### config.mk
export PLATFORM = sky130hd
export DESIGN_NAME = mabtr_ctrl
export DESIGN_NICKNAME = d
export VERILOG_FILES = /design/src/mabtr_pkg.sv /design/src/mabtr_ctrl.sv
export SDC_FILE = /design/constraint.sdc
export NUM_CORES = 1
export LEC_CHECK = 0
export BUFFER_PORTS_ARGS = -buffer_cell sky130_fd_sc_hd__buf_2
export CORE_AREA = 5 5 42 44
export CTS_BUF_LIST = sky130_fd_sc_hd__clkbuf_8 sky130_fd_sc_hd__clkbuf_16
export DETAILED_ROUTE_END_ITERATION = 10
export DIE_AREA = 0 0 47 49
export PLACE_DENSITY = 0.44
export SYNTH_ARGS = -nofsm -noshare
export SYNTH_HDL_FRONTEND = slang
export SYNTH_SLANG_ARGS = --single-unit
### constraint.sdc
create_clock -name clock -period 1.6 [get_ports clock]
set_input_delay 0.4 -clock clock [delete_from_list [all_inputs] [get_ports clock]]
set_output_delay 0.4 -clock clock [all_outputs]
set_load 0.01 [all_outputs]
### src/mabtr_pkg.sv
// ----------------------------------------------------------------------------
// mabtr_pkg: shared constants and types
// Widths, reset values and the controller/datapath command structs for the
// moving average band trailing reference block.
// ----------------------------------------------------------------------------
package mabtr_pkg;

   localparam int NUM_SERIES_DEF = 128;
   localparam int MAX_WINDOW_DEF = 64;

   localparam int PRICE_W = 32;
   localparam int SUM_W   = 38;
   localparam int REF_W   = 33;
   localparam int WIN_W   = 7;
   localparam int BAND_W  = 16;
   localparam int SIDX_W  = 7;

   localparam logic [WIN_W-1:0]  WINDOW_RESET = 7'd15;
   localparam logic [BAND_W-1:0] BAND_RESET   = 16'd655;

   typedef enum logic [0:0] {
      CSR_WINDOW_DAYS   = 1'b0,
      CSR_BAND_FRACTION = 1'b1
   } csr_index_type;

   // Commands from the controller to the datapath.
   typedef struct packed {
      logic load;      // capture the accepted item, start state reads
      logic div_start; // start the sum divider
      logic band_mul;  // form the band products from the quotient
      logic commit;    // write state back and load the result register
      logic clr_step;  // clear one series entry during a clearing pass
   } dp_cmd_type;

   // Status from the datapath to the controller.
   typedef struct packed {
      logic div_busy;
      logic need_div;  // item falls into a started or just-full series
      logic clr_last;
   } dp_sts_type;

endpackage

### src/mabtr_ctrl.sv
// ----------------------------------------------------------------------------
// mabtr_ctrl: sequencing state machine
// Steps one item through read, divide, band multiply and commit, and runs
// the clearing pass after reset or a window write.
// ----------------------------------------------------------------------------
module mabtr_ctrl (
   input  logic                   clock,
   input  logic                   reset,
   input  logic                   req_fire,
   input  logic                   rsp_full,
   input  logic                   clear_req,
   input  mabtr_pkg::dp_sts_type  sts,
   output logic                   req_ready,
   output mabtr_pkg::dp_cmd_type  cmd
);
   import mabtr_pkg::*;

   typedef enum logic [2:0] {
      ST_CLEAR, ST_IDLE, ST_READ, ST_DIV, ST_WAIT, ST_BAND, ST_COMMIT
   } state_type;

   state_type state_ff, state_in;

   always_comb begin
      state_in = state_ff;
      cmd      = '0;
      case (state_ff)
         ST_CLEAR: begin
            cmd.clr_step = 1'b1;
            if (sts.clr_last) begin
               state_in = ST_IDLE;
            end
         end
         ST_IDLE: begin
            if (req_fire) begin
               cmd.load = 1'b1;
               state_in = ST_READ;
            end
         end
         ST_READ: begin
            if (sts.need_div) begin
               state_in = ST_DIV;
            end else begin
               state_in = ST_COMMIT;
            end
         end
         ST_DIV: begin
            // The dropped price is valid from here on.
            cmd.div_start = 1'b1;
            state_in      = ST_WAIT;
         end
         ST_WAIT: begin
            if (!sts.div_busy) begin
               cmd.band_mul = 1'b1;
               state_in     = ST_BAND;
            end
         end
         ST_BAND: begin
            state_in = ST_COMMIT;
         end
         ST_COMMIT: begin
            if (!rsp_full) begin
               cmd.commit = 1'b1;
               state_in   = ST_IDLE;
            end
         end
         default: state_in = ST_CLEAR;
      endcase
      if (clear_req) begin
         state_in = ST_CLEAR;
      end
   end

   assign req_ready = (state_ff == ST_IDLE) && !clear_req;

   always_ff @(posedge clock) begin
      if (reset) begin
         state_ff <= ST_CLEAR;
      end else begin
         state_ff <= state_in;
      end
   end

endmodule

[Word level (Yosys, flattened, before mapping)]
Cells that the tools add are included.
W data, S select, Z words.
Word-level totals
  latch bits: 0
  memory bits (read-only): 0
  register bits after elaboration: 3
  logic and storage cells: 30
  memories kept: 0
  RAM bits: 0
Cells by class
  add/sub/neg operators: 0
  $lt $le $gt $ge: 0
  reductions and logical operators: 5
  bitwise operators: 0
  $mul: 0
  eq/ne operators: 10
  div/mod/pow operators: 0
  multiplexer cells: 14
  shift operators: 0
Operators by type and width (count)
  $pmux W3 S7: 1
  $mux W3: 5
  $eq A3 B3 Y1 const B: 3
  $mux W1: 8
  $ne A2 B2 Y1 const B: 4
  $eq A3 B2 Y1 const B: 2
  $reduce_and A4 Y1: 1
  $eq A3 B1 Y1 const B: 1
  $logic_not A3 Y1: 1
  $reduce_or A2 Y1: 1
  $logic_and A1 B1 Y1: 1
  $logic_not A1 Y1: 1

[Logic depth before layout (Yosys ltp)]
  depth after elaboration: 3
  depth in mapped cells: 4
  depth with buffers taken out: 3

[Least setup slack after synthesis]
No wires, ideal clock.
  path kind: register to output
  from: reg state_ff[2]
  to: out cmd[4] (netlist name)
  cell stages (with the launch flop): 3
  data required time: 1200 ps
  data arrival time: 934 ps
  slack: 266 ps
  buffers on the path: 1
  path through: dfxtp_1 clkbuf_1 nor4b_1
RTL lines
  start, declared: line mabtr_ctrl.sv:22  | state_type state_ff, state_in;
  start signal, assigned: line mabtr_ctrl.sv:80  | state_ff <= state_in;
  end, declared: line mabtr_ctrl.sv:14  | output mabtr_pkg::dp_cmd_type cmd

==> impl_results.md <==
- DRC violations left: 0
- CP Buf/Inv Count: 2
- Layout fillers: 170
- Mean Syn Cell Area: approximately 7.6 um^2
- Clock sink count: 3
- Ant diodes: 0
- Final nets: 54
- Period utilization: 0.933
- Initial antenna violation count: 0
- Worst-margin pin slew: approximately 0.21 ns
- Final antenna-violating net count: 0
- Worst EP required: 1.20 ns
- Synth async-reset ratio: 0
- Critical Path End: cmd[4]
- H-tree Lvls: 1
- Critical R2R Launch: state_ff[0]
- Main synth FF type: dfxtp_1
- Die area: 2300 um^2
- Total of max-cap violations: 0
- Worst slew margin: 0.857
- CTS tree: yes
- Main combinational cell family by area after synthesis: simple AND/OR/NAND/NOR gates
- Mapped Area: 221 um^2
- Layout cells sized above 1: 0.489
- Core area: 1400 um^2
- Status: finished clean
- CP arrival: 1.09 ns
- Number of global-route vias before repair: ~280
- Post-layout util: 0.251
- Family with the most delay on the worst path: flip-flops
- Cts repair resizes: 2
- Reg-to-reg endpoint: state_ff[0]
- Post-synthesis compound-gate area fraction: 0.282
- Crit Path Max Fanout: 7
- DR iter-0 viols: 2
- Number of flops mapped to enable cells by yosys: 0
- WP depth: 3
- Clock Latency Late Sink: ~0.21 ns
- Post-synthesis simple-gate area fraction: 0.395
- Final Total Pwr: ~330 uW
- I/O pin total: 14
- Worst-path clk slew: 0.03 ns
- R2R cell count: 3
- Fmax: 670 MHz
- Most frequent cells in the layout: buf_2, nor3_1, o21ai_0
- Commonest non-fill, non-tap cell in the layout: buf_2
- Number of CTS-inserted buffers: 3
- Slew Viols, Final: 0
- Slowest-stage cell, CP: dfxtp_2
- Crit end category: output port
- Post-Synthesis Cells: 29
- Vias: 271
- Reg with most FFs: state_ff
- Final hold violations: 0
- Total track usage: 0.0703
- GRT overflow: 0
- Post-CTS setup buffers: 0
- Synth Area in Adders: 0
- Type of origin of the critical path: flip-flop
- Hold crit path type: input port to flip-flop
- R2r setup slk: 0.39 ns
- Critical-path cell list: inv_2 > nor4b_1 > buf_2
- Pre-CTS setup slack: ~0.24 ns
- Final setup TNS: 0 ns
- CTS Hold Bufs: 0
- Min cycle time layout: 1.49 ns
- Path type of the worst setup path: flip-flop to output port
- DP HPWL: 488 um
- Die Width: ~47 um
- Mux cell area share after synthesis: 0
- Routability cong.: 0.706
- Synth Area in XOR/XNOR: 0
- Worst vdd ir: roughly 0.00017 V
- Distinct cells, synth: 20
- RSZ-0062 raised after global routing: false
- Final setup margin: 0.107 ns
- # port buffers: 13
- Routed WL per cell: between 10 and 15 um
- Initial core utilization: 0.158
- Register area share after synthesis: 0.271
- Die Y: 49 um
- Global-route wire length before repair: 1.15 mm
- Setup Skew: 0.000329 ns
- Top Registers: state_ff: 3 flops
- Row count: 14
- Largest register FFs: 3
- Max Root-Sink Buffers: 2
- Critical Path Start: state_ff[0]
- Largest net degree at the start of global routing: 14
- P_leak: around 0.00015 uW
- FF+latch count, synth: 3
- Vias per cell: 4.44
- WL final: between 600 and 700 um
- Final setup fails: 0
- Pwr Density: 925 nW/um^2
- Root Driver: clkbuf_8
- Yosys Warn Count: 0
- Synthesized Nets: 37
- TritonRoute pass-1 iters: 2
- Crit path largest cell delay: 0.38 ns
- Layout Area Growth over Synthesis: 58.8%
power breakdown:
| part | internal, uW | total, uW | leakage, uW | switching, uW |
|---|---|---|---|---|
| registers | 77.5 | 81.0 | 0.0000258 | 3.53 |
| clock network | 163 | 214 | 0.0000269 | 50.5 |
| logic | 16.6 | 30.4 | 0.0000985 | 13.8 |
metrics by stage:
step	cell area [um^2]	hold WS, ns	cells
final	352	0.374	61
after global routing	352	0.373	61
after CTS	350	0.372	61
after detailed placement	303	0.605	57
after global placement	303	0.611	57
after floorplan	221	0.473	29
worst register-to-register path: cells and delay by family (launching register included):
kind	cells	cell delay [ns]
flops	1	0.38
buf+inv	1	0.07
compound gates	1	0.17
simple gates	1	0.51
cell usage after synthesis (2+ instances only):
library cell	number	area share
dfxtp_1	3	0.27
nor2b_1	2	0.056
nor3_1	4	0.090
o21ai_0	4	0.090
how the worst min path moves through the flow:
stage / from / end / slack (ns) / cells after the start
floorplan: reset / state_ff[2] / 0.47 / 1
global placement: reset / state_ff[1] / 0.61 / 2
detailed placement: reset / state_ff[2] / 0.61 / 2
CTS: reset / state_ff[2] / 0.37 / 2
global route: reset / state_ff[1] / 0.37 / 2
finish: reset / state_ff[1] / 0.37 / 2
cells by family after synthesis:
family,Yosys count
buffers and inverters,3
AND/OR/NAND/NOR,14
flip-flops,3
AO/OA/AOI/OAI,9
metal layers:
| layer | track usage | vias to the layer above | share of wire |
|---|---|---|---|
| met3 | 0.0295 | 0 | 0.074 |
| met1 | 0.0832 | 121 | 0.44 |
| met5 | 0 | - | 0 |
| met4 | 0.0691 | 0 | 0 |
| li1 | - | 143 | - |
| met2 | 0.0882 | 7 | 0.48 |
layout make-up:
type / count / area, um^2 / share of cell area
Inverter: 2 / 7.51 / 0.0214
Timing Repair Buffer: 13 / 65.1 / 0.185
Clock buffer: 3 / 41.3 / 0.117
Clock inverter: 1 / 3.75 / 0.0107
Sequential cell: 3 / 63.8 / 0.181
Multi-Input combinational cell: 23 / 150 / 0.427
Tap cell: 16 / 20.0 / 0.0569
No activity file was read; power rests on OpenSTA's default activity.
